<file path="config.mk">
export PLATFORM = sky130hd
export DESIGN_NAME = modular_exponentiation_top
export DESIGN_NICKNAME = d
export VERILOG_FILES = /design/src/rtl/modexp_pkg.sv /design/src/rtl/modular_exponentiation_top.sv
export SDC_FILE = /design/constraint.sdc
export NUM_CORES = 1
export LEC_CHECK = 0
export BUFFER_PORTS_ARGS = -buffer_cell sky130_fd_sc_hd__buf_2
export CAP_MARGIN = 10
export CORE_AREA = 2 2 201 203
export CTS_CLUSTER_DIAMETER = 40
export DETAILED_ROUTE_END_ITERATION = 6
export DIE_AREA = 0 0 203 205
export PLACE_DENSITY = 0.74
export SYNTH_ARGS = -nofsm -noshare
export SYNTH_HDL_FRONTEND = slang
export SYNTH_SLANG_ARGS = --single-unit
</file>
<file path="constraint.sdc">
create_clock -name clock -period 6.4 [get_ports clock]
set_input_delay 1.6 -clock clock [delete_from_list [all_inputs] [get_ports clock]]
set_output_delay 1.6 -clock clock [all_outputs]
set_load 0.05 [all_outputs]
</file>
<file path="src/rtl/modexp_pkg.sv">
// Shared types and constants for the modular exponentiation block.
package modexp_pkg;

   localparam int unsigned MOD_W      = 31;
   localparam int unsigned BASE_W     = 32;
   localparam int unsigned EXP_W      = 32;
   localparam int unsigned SCAN_W     = 32;
   localparam int unsigned CNT_W      = 6;

   localparam logic [MOD_W-1:0] MODULUS_RESET = 31'd1000000007;
   localparam logic [CNT_W-1:0] CNT_LAST      = {CNT_W{1'b1}};

   typedef enum logic [1:0] {
      ST_IDLE,
      ST_REDUCE,
      ST_STEP,
      ST_DONE
   } state_type;

endpackage

</file>
<file path="src/rtl/modular_exponentiation_top.sv">
// Modular exponentiation top level: base to the power exponent modulo a register.
//
// One item is worked at a time. After the transfer the base is reduced modulo the
// modulus, then each exponent bit up to the highest set one is worked in turn, and
// the result is handed to the output register. The bit-serial modular multiplier
// works through each of the 32 bits of its scanned operand with a modular doubling,
// then a conditional modular add. Two lanes share the scan, so the accumulator
// product and the base square of one exponent bit are formed together. A zero
// modulus gives 0 at once; an exponent of zero gives 1. The modulus register is
// written only while no item is in work; a result waiting in the output register
// does not hold back the next input transfer.
module modular_exponentiation_top (
   input  logic        clock,
   input  logic        reset,
   input  logic        req_tvalid,
   output logic        req_tready,
   input  logic [63:0] req_tdata,   // [31:0] base_value, [63:32] exponent
   output logic        rsp_tvalid,
   input  logic        rsp_tready,
   output logic [31:0] rsp_tdata,   // [30:0] power_result, [31] zero
   input  logic        csr_tvalid,
   output logic        csr_tready,
   input  logic [31:0] csr_tdata    // [30:0] modulus, [31] zero
);
   import modexp_pkg::*;

   state_type           state_ff, state_in;
   logic [MOD_W-1:0]    mod_ff, mod_in;
   logic [CNT_W-1:0]    cnt_ff, cnt_in;
   logic [SCAN_W-1:0]   op_ff, op_in;
   logic [EXP_W-1:0]    exp_ff, exp_in;
   logic [MOD_W-1:0]    acc_ff, acc_in;
   logic [MOD_W-1:0]    b_ff, b_in;
   logic [MOD_W-1:0]    r0_ff, r0_in;
   logic [MOD_W-1:0]    r1_ff, r1_in;
   logic                rsp_valid_ff, rsp_valid_in;
   logic [MOD_W-1:0]    rsp_data_ff, rsp_data_in;

   logic [MOD_W-1:0]    a0, a1;
   logic [MOD_W-1:0]    r0_next, r1_next;
   logic [MOD_W-1:0]    one_mod;
   logic                scan_bit;
   logic                phase;
   logic                req_xfer;
   logic                csr_xfer;

   // One step of a bit-serial modular multiply: phase 0 doubles the partial
   // result, phase 1 adds the multiplicand when the scanned bit is set. The
   // partial result stays below the modulus, so one subtraction suffices.
   function automatic logic [MOD_W-1:0] lane_next(
      input logic [MOD_W-1:0] r,
      input logic [MOD_W-1:0] a,
      input logic [MOD_W-1:0] m,
      input logic             ph,
      input logic             bit_set
   );
      logic [MOD_W:0] sum;
      logic [MOD_W:0] dif;
      begin
         if (!ph) begin
            sum = {r, 1'b0};
         end else if (bit_set) begin
            sum = {1'b0, r} + {1'b0, a};
         end else begin
            sum = {1'b0, r};
         end
         dif = sum - {1'b0, m};
         if (sum >= {1'b0, m}) begin
            lane_next = dif[MOD_W-1:0];
         end else begin
            lane_next = sum[MOD_W-1:0];
         end
      end
   endfunction

   assign req_tready = (state_ff == ST_IDLE);
   assign csr_tready = (state_ff == ST_IDLE);
   assign req_xfer   = req_tvalid && req_tready;
   assign csr_xfer   = csr_tvalid && csr_tready;
   assign rsp_tvalid = rsp_valid_ff;
   assign rsp_tdata  = {1'b0, rsp_data_ff};

   assign phase    = cnt_ff[0];
   assign scan_bit = op_ff[SCAN_W-1];
   // One reduced modulo the modulus: zero only when the modulus is one.
   assign one_mod  = (mod_ff == {{(MOD_W-1){1'b0}}, 1'b1}) ? '0 : {{(MOD_W-1){1'b0}}, 1'b1};

   // While the base is reduced, lane 0 folds in the base bits and lane 1 idles.
   assign a0 = (state_ff == ST_REDUCE) ? one_mod : acc_ff;
   assign a1 = (state_ff == ST_REDUCE) ? '0 : b_ff;

   assign r0_next = lane_next(r0_ff, a0, mod_ff, phase, scan_bit);
   assign r1_next = lane_next(r1_ff, a1, mod_ff, phase, scan_bit);

   always_ff @(posedge clock) begin
      if (reset) begin
         state_ff     <= ST_IDLE;
         mod_ff       <= MODULUS_RESET;
         cnt_ff       <= '0;
         rsp_valid_ff <= 1'b0;
      end else begin
         state_ff     <= state_in;
         mod_ff       <= mod_in;
         cnt_ff       <= cnt_in;
         rsp_valid_ff <= rsp_valid_in;
      end
   end

   always_ff @(posedge clock) begin
      op_ff       <= op_in;
      exp_ff      <= exp_in;
      acc_ff      <= acc_in;
      b_ff        <= b_in;
      r0_ff       <= r0_in;
      r1_ff       <= r1_in;
      rsp_data_ff <= rsp_data_in;
   end

   always_comb begin
      state_in     = state_ff;
      mod_in       = mod_ff;
      cnt_in       = cnt_ff;
      op_in        = op_ff;
      exp_in       = exp_ff;
      acc_in       = acc_ff;
      b_in         = b_ff;
      r0_in        = r0_ff;
      r1_in        = r1_ff;
      rsp_valid_in = rsp_valid_ff;
      rsp_data_in  = rsp_data_ff;

      if (rsp_valid_ff && rsp_tready) begin
         rsp_valid_in = 1'b0;
      end

      if (csr_xfer) begin
         mod_in = csr_tdata[MOD_W-1:0];
      end

      case (state_ff)
         ST_IDLE: begin
            if (req_xfer) begin
               op_in  = req_tdata[BASE_W-1:0];
               exp_in = req_tdata[BASE_W+EXP_W-1:BASE_W];
               cnt_in = '0;
               r0_in  = '0;
               r1_in  = '0;
               if (mod_ff == '0) begin
                  acc_in   = '0;
                  state_in = ST_DONE;
               end else begin
                  acc_in   = {{(MOD_W-1){1'b0}}, 1'b1};
                  state_in = ST_REDUCE;
               end
            end
         end
         ST_REDUCE: begin
            r0_in  = r0_next;
            r1_in  = r1_next;
            cnt_in = cnt_ff + 1'b1;
            if (phase) begin
               op_in = {op_ff[SCAN_W-2:0], 1'b0};
            end
            if (cnt_ff == CNT_LAST) begin
               b_in  = r0_next;
               op_in = {1'b0, r0_next};
               r0_in = '0;
               r1_in = '0;
               if (exp_ff == '0) begin
                  state_in = ST_DONE;
               end else begin
                  state_in = ST_STEP;
               end
            end
         end
         ST_STEP: begin
            r0_in  = r0_next;
            r1_in  = r1_next;
            cnt_in = cnt_ff + 1'b1;
            if (phase) begin
               op_in = {op_ff[SCAN_W-2:0], 1'b0};
            end
            if (cnt_ff == CNT_LAST) begin
               if (exp_ff[0]) begin
                  acc_in = r0_next;
               end
               b_in   = r1_next;
               op_in  = {1'b0, r1_next};
               exp_in = {1'b0, exp_ff[EXP_W-1:1]};
               r0_in  = '0;
               r1_in  = '0;
               if (exp_ff[EXP_W-1:1] == '0) begin
                  state_in = ST_DONE;
               end
            end
         end
         ST_DONE: begin
            if (!rsp_valid_ff || rsp_tready) begin
               rsp_valid_in = 1'b1;
               rsp_data_in  = acc_ff;
               state_in     = ST_IDLE;
            end
         end
         default: begin
            state_in = ST_IDLE;
         end
      endcase
   end

`ifndef SYNTH
   a_lanes_reduced: assert property (@(posedge clock) disable iff (reset)
      (state_ff == ST_REDUCE || state_ff == ST_STEP) |-> (r0_ff < mod_ff && r1_ff < mod_ff))
      else $error("partial product not below the modulus");

   a_base_reduced: assert property (@(posedge clock) disable iff (reset)
      (state_ff == ST_STEP) |-> (b_ff < mod_ff && exp_ff != '0))
      else $error("step entered with unreduced base or spent exponent");

   a_done_holds: assert property (@(posedge clock) disable iff (reset)
      (state_ff == ST_DONE && rsp_valid_ff && !rsp_tready) |=> (state_ff == ST_DONE))
      else $error("result dropped while the output register was full");

   a_load_result: assert property (@(posedge clock) disable iff (reset)
      (state_ff == ST_DONE && (!rsp_valid_ff || rsp_tready)) |=>
         (rsp_valid_ff && rsp_data_ff == $past(acc_ff)))
      else $error("result not loaded into the output register");
`endif

endmodule
</file>
==> results of run 1 <==
==> cells in the final DEF (no fill, tap or decap), drive strengths merged, types with 21 or more instances in the layout <==
cell	synthesis	routed
o211ai	23	23
xor2	40	40
ha	130	130
nor3	23	26
a31oi	21	21
mux2i	112	112
nor2	254	254
and3	25	25
o21ai	103	103
a221o	28	28
mux2	43	43
edfxtp	219	219
buf	21	565
nand3	46	46
a21oi	224	224
inv	64	78
a21o	41	41
a211oi	27	27
nor4	23	23
o21a	31	31
clkbuf	94	46
nor2b	86	86
xnor2	55	55
dfxtp	40	40
nand2	194	194
nand4	23	23
==> metal layers <==
layer	global-route usage [%]	vias up
met2	51.6	849
li1	-	9179
met5	0	-
met3	5.62	110
met4	9.33	0
met1	44.8	9223
==> worst max-delay path by stage <==
stage	start	end	slack [ns]	cells after the start
detailed placement	state_ff[1]	b_ff[26]	-0.47	25
floorplan	state_ff[1]	op_ff[5]	0.38	25
global placement	state_ff[1]	b_ff[26]	-0.39	26
finish	state_ff[1]	op_ff[13]	0.15	29
CTS	state_ff[1]	op_ff[21]	-0.002	27
global route	mod_ff[16]	op_ff[7]	-0.01	27
==> final cells by class <==
cell class              count  share of cell area [%]
inverters                  66                   0.955
clock inverters            31                    1.28
flip-flops and latches    259                    28.5
clock buffers              45                    4.13
well taps                 525                    2.53
multi-input cells        1757                    46.9
repair buffers            566                    15.8
==> sequential cells by signal (all words and copies together), names as in the netlist <==
| register | flops |
|---|---|
| exp_ff | 32 |
| op_ff | 32 |
| acc_ff | 31 |
| b_ff | 31 |
| mod_ff | 31 |
| r0_ff | 31 |
| r1_ff | 31 |
| rsp_data_ff | 31 |
| cnt_ff | 6 |
| state_ff | 2 |
| rsp_tvalid | 1 |
==> worst register-to-register path, delay by kind of cell (launching register included) <==
kind | cells | cell delay, ns
compound gates | 11 | 2.53
fa+ha+maj | 3 | 0.82
buf+inv | 9 | 1.31
flops | 1 | 0.31
simple gates | 6 | 1.05
==> cell families (layout without fill, tap and decap cells) <==
| kind of cell | after synthesis | count (layout) |
|---|---|---|
| other cells | 1 | 1 |
| simple gates | 747 | 750 |
| buf+inv | 181 | 708 |
| mux | 155 | 155 |
| flops | 259 | 259 |
| xor+xnor | 95 | 95 |
| fa+ha+maj | 134 | 134 |
| compound gates | 622 | 622 |
==> metrics by stage <==
step	setup WS, ns	utilization [%]	setup TNS (ns)
after detailed placement	-0.465	60.9	-27.41
after floorplan	0.383	-	0
final	0.146	65.9	0
after global placement	-0.394	60.9	-19.94
after CTS	-0.00151	64.8	-0.00151
after global routing	-0.0139	65.9	-0.0368
==> timing repair <==
item                       4_1_cts  5_1_grt
gates resized for setup         13       68
cloned                           2        2
setup buffers                    5       10
setup endpoints to repair      151      155
pin swaps                        6       14
==> synthesized netlist by cell type, types with 40 or more instances <==
master / number
a21o_1: 41
a21oi_1: 224
clkbuf_1: 93
dfxtp_1: 40
edfxtp_1: 219
ha_1: 130
inv_1: 64
mux2_2: 43
mux2i_1: 101
nand2_1: 194
nand3_1: 46
nor2_1: 253
nor2b_1: 86
o21ai_0: 94
xnor2_1: 55
xor2_1: 40
==> impl_metrics.csv, run 1 <==
group,metric,value,unit
floorplanning,dieArea,41600,um^2
synthesis,ys_seq_area_share,37.2,%
clock_network,clk_pin_slew,0.06,ns
synthesis,yosys.cell_types.count,84,
placement,routabilityCongestion,0.992,
critical_path,critPathCaptureType,"flip-flop",
critical_path,r2r-end,"op_ff[13]",
global_route,overflow,0,
cells_and_area,stdcell_count,3249,
synthesis,synthAdderAreaFrac,8.61,%
synthesis,synth-compound-area-share,20.2,%
clock_network,numClockSinks,259,
synthesis,synth_edf_count,219,
synthesis,synthTopCellsByArea,"edfxtp_1 33%, ha_1 8.2%, a21oi_1 5.7%",
synthesis,synth_largest_area_cell,"edfxtp_1",
cells_and_area,drive_gt1_share,28.5,%
cells_and_area,seq_area,7380,um^2
synthesis,synth-simple-area-share,17.8,%
critical_path,criticalPathCategory,"reg2reg",
hold_path,hold_end,"rsp_data_ff[16]",
critical_path,path_max_fanout,7,
synthesis,synth_nets,2429,
route,routed_wl,68.8,mm
placement,place_area,24000,um^2
clock_network,insertion_delay,0.57,ns
timing,setup_violations,0,
cells_and_area,fin_nets,2926,
timing,worstMarginPinSlew,1.56,ns
synthesis,synthXorXnorAreaFrac,4.20,%
synthesis,syn-instance-count,2194,
hold_path,hold_class,"reg2reg",
synthesis,async_flop_share,0,%
synthesis,ys_ff_latch,259,
timing,max_freq,0.160,GHz
clock_network,cts_root_buffer,"clkbuf_16",
timing,min_period,6.25,ns
floorplanning,coreArea,39400,um^2
global_route,grt_max_degree,50,
clock_network,cts_tree,"done",
floorplanning,boundaryPins,136,
critical_path,crit_arrival,6.57,ns
global_route,track_usage,32.3,%
cells_and_area,stdcell_area,25900,um^2
timing,period_share,97.7,%
route,drc,0,
synthesis,synthMuxAreaShare,8.31,%
critical_path,slowest_stage,"nor4_4",
route,met2_length,30.8,mm
critical_path,critPathTopFamily,"compound AO/OA/AOI/OAI gates",
critical_path,cp-start-kind,"flip-flop",
route,postRouteAntennaNets,0,
cells_and_area,antenna_cells,0,
synthesis,synth_warnings,0,
cells_and_area,multi_input_area,12200,um^2
floorplanning,fp-row-count,73,
clock_network,ctsHoldBuffers,0,
placement,port_buffers,133,
flow_run,drv_cap,1,
critical_path,crit_buf_inv,9,
hold_path,min_from,"acc_ff[16]",
clock_network,cts_buffers,41,
outcome,violations,"max-capacitance violations, max-slew violations",
placement,placedCellCount,3154,
route,drt_iter0_drc,1811,
synthesis,synth_top_area_share,33.2,%
route,dr.pass1.iters,5,
critical_path,crit-reg2reg-launch,"state_ff[1]",
global_route,grt_pass1_vias,18400,
cells_and_area,fill_cells,3217,
route,routedWlPerCell,21.2,um
clock_network,cts_max_path_buffers,3,
clock_network,cts-htree-levels,2,
floorplanning,die_height,205,um
outcome,outcome,"complete, but fails checks",
critical_path,max_stage_delay,0.40,ns
synthesis,ys.flop_type,"edfxtp_1",
critical_path,r2r_slack,0.15,ns
floorplanning,start_util,50.3,%
synthesis,synth_top_family_by_area,"compound AO/OA/AOI/OAI gates",
synthesis,syn_area_per_cell,9.03,um^2
timing,hold_slack,0.437,ns
synthesis,synth.cell_area,19800,um^2
timing,worst_clock_skew,0.0180,ns
global_route,antenna_found_initial,0,
hold_path,min_delay_path_depth,0,
route,wl_met1,29.9,mm
critical_path,crit_top_cell,"buf_4",
timing,relSlewSlack,-4.24,%
route,route.met3.wl,6.40,mm
floorplanning,die_x,203,um
timing,finalHoldViolCount,0,
route,top_layer,"met4",
cells_and_area,syn2layout_area_growth,30.9,%
global_route,grt_pass1_wl,103,mm
critical_path,required,6.72,ns
route,avgViaCountPerCell,5.96,
route,vias,19400,
critical_path,reg2regPathDepth,29,
placement,place_hpwl,52.3,mm
timing,slew_violations,5,
Power of run 1 is left out: the tool's default activity adds up to more than one toggle a clock period on the data nets, which glitch-free logic cannot reach.
==> run 2: changes to the inputs <==
- SETUP_SLACK_MARGIN: unset -> 0.2
==> run 2 against run 1 <==
- routed wire length up 1.4%
- the flow now finishes without violations
- clock-buffer cell count unchanged
- clock skew about the same
- critical path type unchanged
==> impl_metrics.csv, run 2 (synthesis results as in run 1) <==
group,metric,value,unit
placement,placedCellCount,3154,
critical_path,cp-start-kind,"flip-flop",
critical_path,crit_top_cell,"buf_4",
floorplanning,fp-row-count,73,
floorplanning,start_util,50.3,%
critical_path,crit_arrival,6.55,ns
timing,finalHoldViolCount,0,
route,routed_wl,69.7,mm
floorplanning,coreArea,39400,um^2
timing,slew_violations,0,
global_route,grt_pass1_vias,18500,
critical_path,slowest_stage,"nor3_4",
floorplanning,die_x,203,um
global_route,antenna_found_initial,0,
timing,rsz0062_at_grt,"true",
clock_network,clk_pin_slew,0.06,ns
cells_and_area,stdcell_count,3264,
timing,max_freq,0.163,GHz
cells_and_area,final_common_cell,"buf_4",
hold_path,hold_class,"reg2reg",
timing,setup_violations,0,
cells_and_area,final_cell_mix,"428 x buf_4, 250 x nor2_1, 219 x edfxtp_1, 200 x a21oi_1, 192 x nand2_1",
cells_and_area,reg_top3,"exp_ff (32), op_ff (32)",
clock_network,numClockSinks,259,
critical_path,max_stage_delay,0.45,ns
global_route,grt_pass1_wl,103,mm
floorplanning,die_height,205,um
clock_network,cts_buffers,41,
global_route,grt_max_degree,50,
timing,min_period,6.12,ns
clock_network,cts-htree-levels,2,
critical_path,reg2regPathDepth,31,
timing,worst_clock_skew,0.0185,ns
clock_network,ctsHoldBuffers,0,
clock_network,cts_tree,"done",
clock_network,cts_root_buffer,"clkbuf_16",
critical_path,path_max_fanout,9,
critical_path,required,6.83,ns
global_route,overflow,0,
route,drt_iter0_drc,1826,
global_route,track_usage,32.4,%
route,vias,19600,
placement,place_ws,-0.465,ns
cells_and_area,syn2layout_area_growth,33.2,%
critical_path,critPathCaptureType,"flip-flop",
clock_network,insertion_delay,0.57,ns
placement,place_hpwl,52.3,mm
cells_and_area,antenna_cells,0,
cells_and_area,fin_nets,2941,
cells_and_area,drive_gt1_share,30.5,%
flow_run,drv_cap,0,
floorplanning,dieArea,41600,um^2
route,avgViaCountPerCell,6.01,
route,dr.pass1.iters,5,
floorplanning,boundaryPins,136,
hold_path,min_delay_path_depth,0,
critical_path,criticalPathCategory,"reg2reg",
timing,layout_setup_ws,0.280,ns
cells_and_area,final_util,67.1,%
timing,worstMarginPinSlew,1.12,ns
route,postRouteAntennaNets,0,
route,drc,0,
placement,routabilityCongestion,0.992,
route,routedWlPerCell,21.4,um
timing,relSlewSlack,24.9,%
outcome,outcome,"completed",
clock_network,cts_max_path_buffers,3,
placement,port_buffers,133,
timing,period_share,95.6,%
[run 2: cell types whose count changed in the layout (fill, tap and decap cells not counted), moves of 4 or more]
cell	change
o21ai_1	-4
ha_1	-9
mux2i_1	-4
a21oi_1	-9
a21oi_2	+9
buf_4	+10
ha_4	+4
ha_2	+5
o21ai_2	+5
mux2i_4	+4
[run 2: worst paths after layout]
path,from,to,slack [ns]
worst min-delay path,acc_ff[16],rsp_data_ff[16],0.44
worst max register to register,state_ff[1],op_ff[24],0.28
worst max-delay path,state_ff[1],op_ff[24],0.28
worst min register to register,acc_ff[16],rsp_data_ff[16],0.44
[run 2: critical path: cells and delay by family (launching register included)]
kind	cells	cell delay, ns
AOI/OAI and AO/OA	13	2.51
buffers and inverters	11	1.65
and+or+nand+nor	4	0.75
adders and majority gates	3	0.71
DFF	1	0.33
[run 2: cell type report]
cell class / instances / area (um^2)
flip-flops and latches: 259 / 7380
well taps: 525 / 657
fillers: 3155 / 13000
inverters: 66 / 248
clock inverters: 31 / 333
repair buffers: 581 / 4250
multi-input cells: 1757 / 12500
clock buffers: 45 / 1070
[run 2: timing repair]
item	in CTS	in global routing
cloned	3	2
setup buffers	14	14
pin swaps	17	37
gates resized for setup	40	103
endpoints found under the setup margin	155	155
endpoints found under the hold margin	0	0
[run 2: metrics by stage]
stage / hold slack [ns] / area (um^2) / setup TNS (ns)
finish: 0.437 / 26400 / 0
global route: 0.453 / 26400 / 0
CTS: 0.437 / 25700 / 0
detailed placement: 0.424 / 24000 / -27.41
global placement: 0.424 / 24000 / -19.94
floorplan: 0.418 / 19800 / 0
[run 2: per-layer routing]
layer  GRT usage (%)  part of all wire, %  vias up
met5               0                    0        -
met4            9.62                  2.7        0
met3            5.52                  9.0      117
met2            51.9                   45      973
met1            45.1                   43     9323
li1                -                    -     9192
Power of run 2 is left out for the same reason.
